===== src/rtl/gda_pkg.sv =====
`timescale 1ns / 1ps
// gda_pkg: constants, types and calendar helper functions for the gregorian date block
// used by gda_ctrl, gda_dp and the top level gregorian_date_arithmetic

package gda_pkg;

  // field widths fixed by the stream word layout
  localparam int YEAR_W = 14;
  localparam int MON_W  = 4;
  localparam int DAY_W  = 5;
  localparam int OFF_W  = 23;
  localparam int CMD_W  = 2;

  localparam int IN_DATA_W  = 72;  // 69 field bits padded to whole bytes
  localparam int OUT_DATA_W = 48;  // 48 field bits

  localparam int MAX_YEAR = 9999;

  // internal year width covers both the input field and the top year
  localparam int YY_W = ($clog2(MAX_YEAR + 2) > YEAR_W) ? $clog2(MAX_YEAR + 2) : YEAR_W;

  // day number of the last day of MAX_YEAR, 0001-01-01 being day 0
  localparam int LAST_DAY = MAX_YEAR * 365 + MAX_YEAR / 4 - MAX_YEAR / 100
                            + MAX_YEAR / 400 - 1;
  localparam int DN_W  = $clog2(LAST_DAY + 1);
  localparam int SUM_W = ((DN_W > OFF_W) ? DN_W : OFF_W) + 2;

  localparam int CYCLE_DAYS  = 146097;
  localparam int CYCLE_YEARS = 400;

  // reciprocal of 100, exact floor for values below about 199000
  localparam int REC_SH  = 24;
  localparam int REC_100 = 167773;

  localparam int DOY_W = 9;

  typedef enum logic [CMD_W-1:0] {
    CMD_ADD  = 2'd0,
    CMD_SUB  = 2'd1,
    CMD_DIFF = 2'd2,
    CMD_CMP  = 2'd3
  } cmd_e;

  typedef enum logic [3:0] {
    ST_IDLE,
    ST_MUL_A,
    ST_SUM_A,
    ST_MUL_B,
    ST_SUM_B,
    ST_ADD,
    ST_CYCLE,
    ST_YEAR,
    ST_MONTH,
    ST_DONE
  } state_e;

  // controller to datapath
  typedef struct packed {
    logic capture;
    logic mul;
    logic sel_b;
    logic sum;
    logic add;
    logic cyc;
    logic year;
    logic month;
    logic load;
  } dp_cmd_t;

  // datapath to controller
  typedef struct packed {
    logic date_ok;
    logic is_date_cmd;
    logic range_bad;
    logic cyc_ge;
    logic year_ge;
    logic month_ge;
  } dp_sts_t;

  function automatic logic [YY_W-1:0] div100(input logic [YY_W-1:0] y);
    logic [YY_W+REC_SH-1:0] prod;
    prod = (YY_W + REC_SH)'(y) * (YY_W + REC_SH)'(REC_100);
    return prod[REC_SH +: YY_W];
  endfunction

  function automatic logic leap_year(input logic [YY_W-1:0] y);
    logic [YY_W-1:0] q;
    logic [YY_W-1:0] r;
    q = div100(y);
    r = y - YY_W'(q * YY_W'(100));
    return ((y[1:0] == 2'd0) && (r != '0)) || ((r == '0) && (q[1:0] == 2'd0));
  endfunction

  function automatic logic [DAY_W-1:0] month_len(input logic leap, input logic [MON_W-1:0] m);
    logic [DAY_W-1:0] len;
    case (m)
      4'd1, 4'd3, 4'd5, 4'd7, 4'd8, 4'd10, 4'd12: len = 5'd31;
      4'd4, 4'd6, 4'd9, 4'd11:                    len = 5'd30;
      4'd2:    len = leap ? 5'd29 : 5'd28;
      default: len = 5'd0;
    endcase
    return len;
  endfunction

  // days before the first of month m in a common year
  function automatic logic [DOY_W-1:0] cum_days(input logic [MON_W-1:0] m);
    logic [DOY_W-1:0] c;
    case (m)
      4'd1:    c = 9'd0;
      4'd2:    c = 9'd31;
      4'd3:    c = 9'd59;
      4'd4:    c = 9'd90;
      4'd5:    c = 9'd120;
      4'd6:    c = 9'd151;
      4'd7:    c = 9'd181;
      4'd8:    c = 9'd212;
      4'd9:    c = 9'd243;
      4'd10:   c = 9'd273;
      4'd11:   c = 9'd304;
      4'd12:   c = 9'd334;
      default: c = 9'd0;
    endcase
    return c;
  endfunction

  function automatic logic date_valid(input logic [YEAR_W-1:0] y, input logic [MON_W-1:0] m,
                                      input logic [DAY_W-1:0] d);
    logic [YY_W-1:0] yy;
    logic            ok;
    yy = YY_W'(y);
    ok = (yy >= YY_W'(1)) && (yy <= YY_W'(MAX_YEAR)) && (m >= 4'd1) && (m <= 4'd12)
         && (d >= 5'd1) && (d <= month_len(leap_year(yy), m));
    return ok;
  endfunction

endpackage


===== src/rtl/gda_ctrl.sv =====
`timescale 1ns / 1ps
// gda_ctrl: sequencer for the gregorian date block
// depends on gda_pkg; drives gda_dp through dp_cmd_t and reads dp_sts_t

module gda_ctrl (
  input  logic             clk_i,
  input  logic             rst_ni,
  input  logic             in_valid_i,
  output logic             in_ready_o,
  output logic             out_valid_o,
  input  logic             out_ready_i,
  input  gda_pkg::dp_sts_t sts_i,
  output gda_pkg::dp_cmd_t cmd_o
);
  import gda_pkg::*;

  state_e state_q, state_d;
  logic   ov_q, ov_d;

  always_ff @(posedge clk_i or negedge rst_ni) begin
    if (!rst_ni) begin
      state_q <= ST_IDLE;
      ov_q    <= 1'b0;
    end else begin
      state_q <= state_d;
      ov_q    <= ov_d;
    end
  end

  always_comb begin
    state_d    = state_q;
    cmd_o      = '0;
    in_ready_o = 1'b0;
    case (state_q)
      ST_IDLE: begin
        in_ready_o = 1'b1;
        if (in_valid_i) begin
          cmd_o.capture = 1'b1;
          state_d       = ST_MUL_A;
        end
      end
      ST_MUL_A: begin
        if (!sts_i.date_ok) begin
          state_d = ST_DONE;
        end else begin
          cmd_o.mul = 1'b1;
          state_d   = ST_SUM_A;
        end
      end
      ST_SUM_A: begin
        cmd_o.sum = 1'b1;
        state_d   = sts_i.is_date_cmd ? ST_ADD : ST_MUL_B;
      end
      ST_MUL_B: begin
        cmd_o.mul   = 1'b1;
        cmd_o.sel_b = 1'b1;
        state_d     = ST_SUM_B;
      end
      ST_SUM_B: begin
        cmd_o.sum   = 1'b1;
        cmd_o.sel_b = 1'b1;
        state_d     = ST_DONE;
      end
      ST_ADD: begin
        cmd_o.add = 1'b1;
        state_d   = sts_i.range_bad ? ST_DONE : ST_CYCLE;
      end
      ST_CYCLE: begin
        if (sts_i.cyc_ge) begin
          cmd_o.cyc = 1'b1;
        end else begin
          state_d = ST_YEAR;
        end
      end
      ST_YEAR: begin
        if (sts_i.year_ge) begin
          cmd_o.year = 1'b1;
        end else begin
          state_d = ST_MONTH;
        end
      end
      ST_MONTH: begin
        if (sts_i.month_ge) begin
          cmd_o.month = 1'b1;
        end else begin
          state_d = ST_DONE;
        end
      end
      ST_DONE: begin
        if (!ov_q || out_ready_i) begin
          cmd_o.load = 1'b1;
          state_d    = ST_IDLE;
        end
      end
      default: state_d = ST_IDLE;
    endcase
  end

  always_comb begin
    ov_d = ov_q;
    if (cmd_o.load) begin
      ov_d = 1'b1;
    end else if (out_ready_i) begin
      ov_d = 1'b0;
    end
  end

  assign out_valid_o = ov_q;

endmodule


===== src/rtl/gda_dp.sv =====
`timescale 1ns / 1ps
// gda_dp: datapath of the gregorian date block (day numbers, offset, date decomposition)
// depends on gda_pkg; sequenced by gda_ctrl

module gda_dp (
  input  logic                           clk_i,
  input  logic [gda_pkg::IN_DATA_W-1:0]  in_data_i,
  input  logic [gda_pkg::CMD_W-1:0]      in_user_i,
  input  gda_pkg::dp_cmd_t               cmd_i,
  output gda_pkg::dp_sts_t               sts_o,
  output logic [gda_pkg::OUT_DATA_W-1:0] out_data_o,
  output logic                           out_err_o
);
  import gda_pkg::*;

  cmd_e                 op_q;
  logic [YEAR_W-1:0]    ya_q, yb_q;
  logic [MON_W-1:0]     ma_q, mb_q;
  logic [DAY_W-1:0]     da_q, db_q;
  logic signed [OFF_W-1:0] off_q;

  logic [YY_W-1:0]      p_q;
  logic [DN_W-1:0]      p365_q;
  logic [YY_W-1:0]      q100_q;
  logic [DOY_W-1:0]     doy_q;
  logic [DN_W-1:0]      na_q, nb_q;

  logic                 rbad_q;
  logic [DN_W-1:0]      r_q;
  logic [YY_W-1:0]      yy_q;
  logic [MON_W-1:0]     mm_q;
  logic                 leap_q;

  logic [OUT_DATA_W-1:0] out_q;
  logic                  err_q;

  // date validity
  logic va, vb, date_ok, is_date;
  assign va      = date_valid(ya_q, ma_q, da_q);
  assign vb      = date_valid(yb_q, mb_q, db_q);
  assign is_date = (op_q == CMD_ADD) || (op_q == CMD_SUB);
  assign date_ok = is_date ? va : (va && vb);

  // day number, first half: products
  logic [YEAR_W-1:0]     y_sel;
  logic [MON_W-1:0]      m_sel;
  logic [DAY_W-1:0]      d_sel;
  logic [YY_W-1:0]       p;
  logic [YY_W+9-1:0]     p365;
  logic [DOY_W-1:0]      doy;
  assign y_sel = cmd_i.sel_b ? yb_q : ya_q;
  assign m_sel = cmd_i.sel_b ? mb_q : ma_q;
  assign d_sel = cmd_i.sel_b ? db_q : da_q;
  assign p     = YY_W'(y_sel) - YY_W'(1);
  assign p365  = (YY_W + 9)'(p) * (YY_W + 9)'(365);
  assign doy   = cum_days(m_sel)
                 + DOY_W'(leap_year(YY_W'(y_sel)) && (m_sel > 4'd2))
                 + DOY_W'(d_sel) - DOY_W'(1);

  // day number, second half: sum
  logic [DN_W-1:0] dn_sum;
  assign dn_sum = p365_q + DN_W'(p_q >> 2) - DN_W'(q100_q) + DN_W'(q100_q >> 2)
                  + DN_W'(doy_q);

  // offset applied to date A
  logic signed [SUM_W-1:0] n_new;
  logic signed [SUM_W-1:0] off_ext;
  logic                    range_bad;
  assign off_ext   = SUM_W'(off_q);
  assign n_new     = (op_q == CMD_ADD) ? ($signed(SUM_W'(na_q)) + off_ext)
                                       : ($signed(SUM_W'(na_q)) - off_ext);
  assign range_bad = (n_new < 0) || (n_new > $signed(SUM_W'(LAST_DAY)));

  // decomposition steps
  logic [DN_W-1:0]  ylen;
  logic [DN_W-1:0]  mlen;
  logic [YY_W-1:0]  yy_next;
  assign ylen    = leap_q ? DN_W'(366) : DN_W'(365);
  assign mlen    = DN_W'(month_len(leap_q, mm_q));
  assign yy_next = yy_q + YY_W'(1);

  assign sts_o.date_ok     = date_ok;
  assign sts_o.is_date_cmd = is_date;
  assign sts_o.range_bad   = range_bad;
  assign sts_o.cyc_ge      = r_q >= DN_W'(CYCLE_DAYS);
  assign sts_o.year_ge     = r_q >= ylen;
  assign sts_o.month_ge    = r_q >= mlen;

  // result formation
  localparam logic signed [SUM_W-1:0] DIFF_MAX = SUM_W'(2 ** (OFF_W - 1) - 1);
  localparam logic signed [SUM_W-1:0] DIFF_MIN = -SUM_W'(2 ** (OFF_W - 1));
  logic signed [SUM_W-1:0] diff_full;
  logic [OFF_W-1:0]        diff;
  logic                    sat;
  logic [YEAR_W-1:0]       res_year;
  logic [MON_W-1:0]        res_month;
  logic [DAY_W-1:0]        res_day;
  logic [OFF_W-1:0]        res_diff;
  logic                    res_eq, res_gt, res_err;
  logic                    date_res;

  assign diff_full = $signed(SUM_W'(na_q)) - $signed(SUM_W'(nb_q));
  assign sat       = (diff_full > DIFF_MAX) || (diff_full < DIFF_MIN);

  always_comb begin
    if (diff_full > DIFF_MAX) begin
      diff = DIFF_MAX[OFF_W-1:0];
    end else if (diff_full < DIFF_MIN) begin
      diff = DIFF_MIN[OFF_W-1:0];
    end else begin
      diff = diff_full[OFF_W-1:0];
    end
  end

  assign date_res  = is_date && date_ok && !rbad_q;
  assign res_year  = date_res ? yy_q[YEAR_W-1:0] : '0;
  assign res_month = date_res ? mm_q : '0;
  assign res_day   = date_res ? (DAY_W'(r_q) + DAY_W'(1)) : '0;
  assign res_diff  = (date_ok && (op_q == CMD_DIFF)) ? diff : '0;
  assign res_eq    = date_ok && (op_q == CMD_CMP) && (na_q == nb_q);
  assign res_gt    = date_ok && (op_q == CMD_CMP) && (na_q > nb_q);
  assign res_err   = !date_ok || (is_date && rbad_q) || ((op_q == CMD_DIFF) && sat);

  always_ff @(posedge clk_i) begin
    if (cmd_i.capture) begin
      op_q   <= cmd_e'(in_user_i);
      ya_q   <= in_data_i[13:0];
      ma_q   <= in_data_i[17:14];
      da_q   <= in_data_i[22:18];
      yb_q   <= in_data_i[36:23];
      mb_q   <= in_data_i[40:37];
      db_q   <= in_data_i[45:41];
      off_q  <= in_data_i[68:46];
      rbad_q <= 1'b0;
    end
    if (cmd_i.mul) begin
      p_q    <= p;
      p365_q <= DN_W'(p365);
      q100_q <= div100(p);
      doy_q  <= doy;
    end
    if (cmd_i.sum) begin
      if (cmd_i.sel_b) begin
        nb_q <= dn_sum;
      end else begin
        na_q <= dn_sum;
      end
    end
    if (cmd_i.add) begin
      rbad_q <= range_bad;
      r_q    <= n_new[DN_W-1:0];
      yy_q   <= YY_W'(1);
      mm_q   <= 4'd1;
      leap_q <= 1'b0;
    end
    if (cmd_i.cyc) begin
      r_q  <= r_q - DN_W'(CYCLE_DAYS);
      yy_q <= yy_q + YY_W'(CYCLE_YEARS);
    end
    if (cmd_i.year) begin
      r_q    <= r_q - ylen;
      yy_q   <= yy_next;
      leap_q <= leap_year(yy_next);
    end
    if (cmd_i.month) begin
      r_q  <= r_q - mlen;
      mm_q <= mm_q + 4'd1;
    end
    if (cmd_i.load) begin
      out_q <= {res_gt, res_eq, res_diff, res_day, res_month, res_year};
      err_q <= res_err;
    end
  end

  assign out_data_o = out_q;
  assign out_err_o  = err_q;

endmodule


===== src/rtl/gregorian_date_arithmetic.sv =====
`timescale 1ns / 1ps
// gregorian_date_arithmetic: top level of the gregorian date add, subtract, difference
// and compare block; depends on gda_pkg, gda_ctrl and gda_dp
//
// usage
//   one request word goes in on the s_axis side, one result word comes out on the
//   m_axis side. s_axis_tuser carries the command (add, subtract, difference, compare),
//   m_axis_tuser carries the error flag.
//   dates are turned into day numbers counted from 0001-01-01; add and subtract then
//   split the moved day number back into a date by 400-year steps, single-year steps
//   and month steps, one step a cycle in the datapath.
// sequence and throughput
//   difference and compare: products and sum for date A, then for date B, then the result.
//   add and subtract: products and sum for date A, the offset add, then at most 24
//   four-century steps, 399 year steps and 11 month steps before the result is loaded.
//   an invalid date ends before the products, an out-of-range result right after the add.
//   one request word is in flight at a time; s_axis_tready is high only when idle,
//   so the next word is taken at the earliest in the idle state after the result is loaded.
// reset
//   rst_ni clears the sequencer and the output valid flag; no result is pending.
// stalls
//   the result sits in an output register; the next request word is accepted while it
//   waits. a finished result waits in the sequencer until the output register is free.

module gregorian_date_arithmetic (
  input  logic                           clk_i,
  input  logic                           rst_ni,
  // tdata, lowest bit up: year_a[13:0], month_a[17:14], day_a[22:18], year_b[36:23],
  // month_b[40:37], day_b[45:41], day_offset[68:46], zero padding[71:69]
  input  logic [gda_pkg::IN_DATA_W-1:0]  s_axis_tdata_i,
  // tuser: cmd[1:0]
  input  logic [gda_pkg::CMD_W-1:0]      s_axis_tuser_i,
  input  logic                           s_axis_tvalid_i,
  output logic                           s_axis_tready_o,
  // tdata, lowest bit up: res_year[13:0], res_month[17:14], res_day[22:18],
  // day_diff[45:23], is_equal[46], is_greater[47]
  output logic [gda_pkg::OUT_DATA_W-1:0] m_axis_tdata_o,
  // tuser: error[0]
  output logic                           m_axis_tuser_o,
  output logic                           m_axis_tvalid_o,
  input  logic                           m_axis_tready_i
);
  import gda_pkg::*;

  dp_cmd_t dp_cmd;
  dp_sts_t dp_sts;

  // sequencer: one state per datapath step, with separate product and sum states for dates A and B
  gda_ctrl u_ctrl (
    .clk_i       (clk_i),
    .rst_ni      (rst_ni),
    .in_valid_i  (s_axis_tvalid_i),
    .in_ready_o  (s_axis_tready_o),
    .out_valid_o (m_axis_tvalid_o),
    .out_ready_i (m_axis_tready_i),
    .sts_i       (dp_sts),
    .cmd_o       (dp_cmd)
  );

  // datapath: request capture, day numbers, offset, decomposition, output word
  gda_dp u_dp (
    .clk_i      (clk_i),
    .in_data_i  (s_axis_tdata_i),
    .in_user_i  (s_axis_tuser_i),
    .cmd_i      (dp_cmd),
    .sts_o      (dp_sts),
    .out_data_o (m_axis_tdata_o),
    .out_err_o  (m_axis_tuser_o)
  );

endmodule


===== config.mk =====
export PLATFORM = sky130hd
export DESIGN_NAME = gregorian_date_arithmetic
export DESIGN_NICKNAME = d
export VERILOG_FILES = /design/src/rtl/gda_pkg.sv /design/src/rtl/gda_ctrl.sv /design/src/rtl/gda_dp.sv /design/src/rtl/gregorian_date_arithmetic.sv
export SDC_FILE = /design/constraint.sdc
export NUM_CORES = 2
export LEC_CHECK = 0
export CAP_MARGIN = 20
export CORE_MARGIN = 2
export CORE_UTILIZATION = 35
export DETAILED_ROUTE_END_ITERATION = 7
export DONT_BUFFER_PORTS = 1
export PLACE_DENSITY_LB_ADDON = 0.2
export SETUP_SLACK_MARGIN = 0.5
export SKIP_LAST_GASP = 1
export SYNTH_ARGS = -nofsm -noshare
export SYNTH_HDL_FRONTEND = slang
export SYNTH_SLANG_ARGS = --single-unit

===== constraint.sdc =====
create_clock -name clk_i -period 27.8 [get_ports clk_i]
set_input_delay 2.78 -clock clk_i [delete_from_list [all_inputs] [get_ports clk_i]]
set_output_delay 2.78 -clock clk_i [all_outputs]
set_load 0.05 [all_outputs]

==> results.md <==
* Result of the run: finished, final reports clean
* Resized Gates After CTS at 0
* Final routed DRC violation total at 0
* Commonest cells post-synth: ha_1 (949), inv_1 (931), fa_1 (516)
* Number of library cell types mapped by synthesis at 92
* Number of buffers created by CTS at 37
* Number of primary I/O pins at 129
* Data arrival time of the critical path at 15.81 ns
* Top achievable clock speed at 64.13 MHz
* Post-detailed-route count of antenna-violating nets at 0
* Leading register cell type out of synthesis: edfxtp_1
* Post-detail-place hpwl at 92590 um
* Count of hold buffers inserted by post-cts repair at 0
* Crit path capture type: flop
* Sum of routed wire length over all layers at 109300 um
* H-tree levels at 2
* Most area-hungry cell type in the Yosys netlist: ha_1
* Final Setup Violations at 0
* Most used cell, CP: inv_1
* Number of antenna violations at the first check in global routing at 8
* Share of synthesized area occupied by flip-flops and latches at 17.69%
* Layout cells sized above 1 at 3.237%
* TritonCTS Sinks at 262
* Layout filler cell count at 12660
* Transition time at the pin with the least slew margin at 1.021 ns
* Number of synthesized register bits at 262
* Setup fix buffers added after clock tree synthesis at 0
* Height of the die at 359.9 um
* Leading post-synthesis cells by cell area: ha_1 (27%), fa_1 (23%), edfxtp_1 (17%)
* Headroom to the max-slew limit at 31.27%
* Share of Yosys cell area claimed by the top area cell type at 26.78%
* First-pass GRT wire length at 176200 um
* Mean instance size in the synthesized netlist at 10.07 um^2
* Via count of the first global-routing pass at 31391
* EDFF count, synth at 257
* Slew Limit Fails at 0
* Hold WC Path Type: reg2reg
* GRT Residual Overflow at 0
* Depth of the worst register-to-register path at 53
* Type of element launching the critical path: flop
* Overall via count from detail_route at 30205
* Drt via density at 4.950
* Mapped Nets at 5944
* Number of cells on the worst hold path at 1
* Fraction of the cycle the final worst path needs at 56.09%
* Starting density of the core at 35.26%
* Horizontal die dimension at 359.9 um
* Proportion of synthesized flip-flops having asynchronous set or reset at 1.908%
* Global placer's final weighted congestion at 0.8619
* Global-route usage over all layers at 17.23%
* Maximum Capacitance Violations at 0
* Core Box Area at 0.1257 mm^2
* Clock-pin slew on the worst setup and hold paths at 0.06 ns
* First-pass iteration count of the detailed router at 5
* Total die area at 0.1295 mm^2
* Unrepaired setup endpoints after global routing: false
* Setup tns final at 0 ns
* Skew final at 0.04591 ns
* Synthesis Warnings at 0
* Post-Syn Instances at 4401
* Most frequently used cell type in the post-synthesis netlist: ha_1
* Root cell of the clock tree: clkbuf_16
* Combined area of all synthesized cells at 0.04433 mm^2
* Count of input and output buffers at 0
* Floorplan row count at 130
* Final Hold Fails at 0
* Peak fanout along the critical path at 51
* Library cell contributing the largest single delay on the critical path: edfxtp_1
* Starting DRC count in detailed routing at 1443
* Source-to-sink clock delay at the later pin of the worst-skew pair at 0.61 ns
* CTS max path bufs at 3
* Minimum clock period at 15.59 ns
* Mean routed wirelength per cell at 17.91 um
* Syn-to-layout area delta at 7.784%
* Startpoint-to-endpoint class of the critical path: reg2reg
* Total Nets Final at 5966
* Clock tree from TritonCTS: built
* Maximum number of pins on one net before global-route repair at 65
* Required time of the worst setup path at 28.02 ns
* Delay contributed by the slowest stage of the critical path at 0.88 ns
[critical path, delay by kind of cell (launching register included)]
kind / cells / cell delay [ns]
fa+ha+maj: 13 / 5.19
buf+inv: 9 / 1.23
flops: 1 / 0.88
xor+xnor: 2 / 0.39
compound gates: 19 / 5.45
simple gates: 10 / 2.02
[stage by stage]
step | cells | hold slack (ns) | instance area, um^2 | utilization (%) | setup WS [ns]
6_report | 6102 | 0.5812 | 47780 | 38.00 | 12.21
4_1_cts | 6096 | 0.5865 | 47750 | 37.97 | 11.47
3_5_place_dp | 6031 | 0.5706 | 46520 | 37.00 | 11.54
3_3_place_gp | 6031 | 0.5638 | 46520 | 37.00 | 11.60
2_1_floorplan | 4401 | 0.5440 | 44330 | - | 11.05
5_1_grt | 6099 | 0.6269 | 47770 | 38.00 | 11.03
[cell type report]
cell class	count	area, um^2	area share [%]
Timing Repair Buffer	49	372.9	0.7803
Sequential cell	262	7843	16.41
Clock inverter	24	287.8	0.6023
Multi-Input combinational cell	3142	32770	68.58
Inverter	931	3497	7.319
Clock buffer	41	940.9	1.969
Tap cell	1650	2064	4.321
Antenna cell	3	7.507	0.01571
[final timing paths]
kind	to	slack (ns)	from
setup / recovery	u_dp.p365_q[21]	12.21	u_dp.yb_q[2]
hold / removal	u_dp.na_q[0]	0.58	u_dp.p_q[2]
setup reg to reg	u_dp.p365_q[21]	12.21	u_dp.yb_q[2]
hold reg to reg	u_dp.na_q[0]	0.58	u_dp.p_q[2]
max in group asynchronous	u_ctrl.out_valid_o	25.83	rst_ni
min in group asynchronous	u_ctrl.state_q[1]	1.90	rst_ni
[metal layers]
metal	global-route usage, %	vias to the layer above	routed length [um]
met1	22.98	14771	50120
met4	3.089	2	2079
li1	-	14953	-
met3	1.668	91	3593
met2	30.43	388	53490
met5	0	-	13
[cells by family after synthesis]
| kind of cell | Yosys count | synth area share (%) |
|---|---|---|
| buffers and inverters | 997 | 8.549 |
| and+or+nand+nor | 725 | 8.032 |
| muxes | 20 | 0.4572 |
| DFF | 262 | 17.69 |
| xor gates and xnor gates | 234 | 4.623 |
| AOI/OAI and AO/OA | 698 | 10.56 |
| adders and majority gates | 1465 | 50.09 |
[registers in the layout, summed over array words and instances (netlist names), 2 cells and up]
name	flops
u_ctrl.state_q	4
u_dp.da_q	5
u_dp.db_q	5
u_dp.doy_q	9
u_dp.ma_q	4
u_dp.mb_q	4
u_dp.mm_q	4
u_dp.na_q	22
u_dp.nb_q	22
u_dp.off_q	23
u_dp.op_q	2
u_dp.out_data_o	48
u_dp.p365_q	22
u_dp.p_q	12
u_dp.q100_q	8
u_dp.r_q	22
u_dp.ya_q	14
u_dp.yb_q	14
u_dp.yy_q	14
[cells in the final DEF, fill, tap and decap left out, drive strengths merged, types with 24 or more instances in the layout]
master  instances
a31oi          31
nor2          221
nor4           24
fa            516
a211oi         28
and2           29
xor2           82
buf            49
a21oi         196
o211ai         26
clkbuf         41
edfxtp        257
nor3           75
o21bai         29
o21ai         107
inv           936
nand3          75
xnor2         152
nor2b          40
ha            949
o21a           32
a21o           69
nand2         136
Power is not shown: default switching activity piles up to over one toggle a cycle in this logic, so the estimate is an artifact.
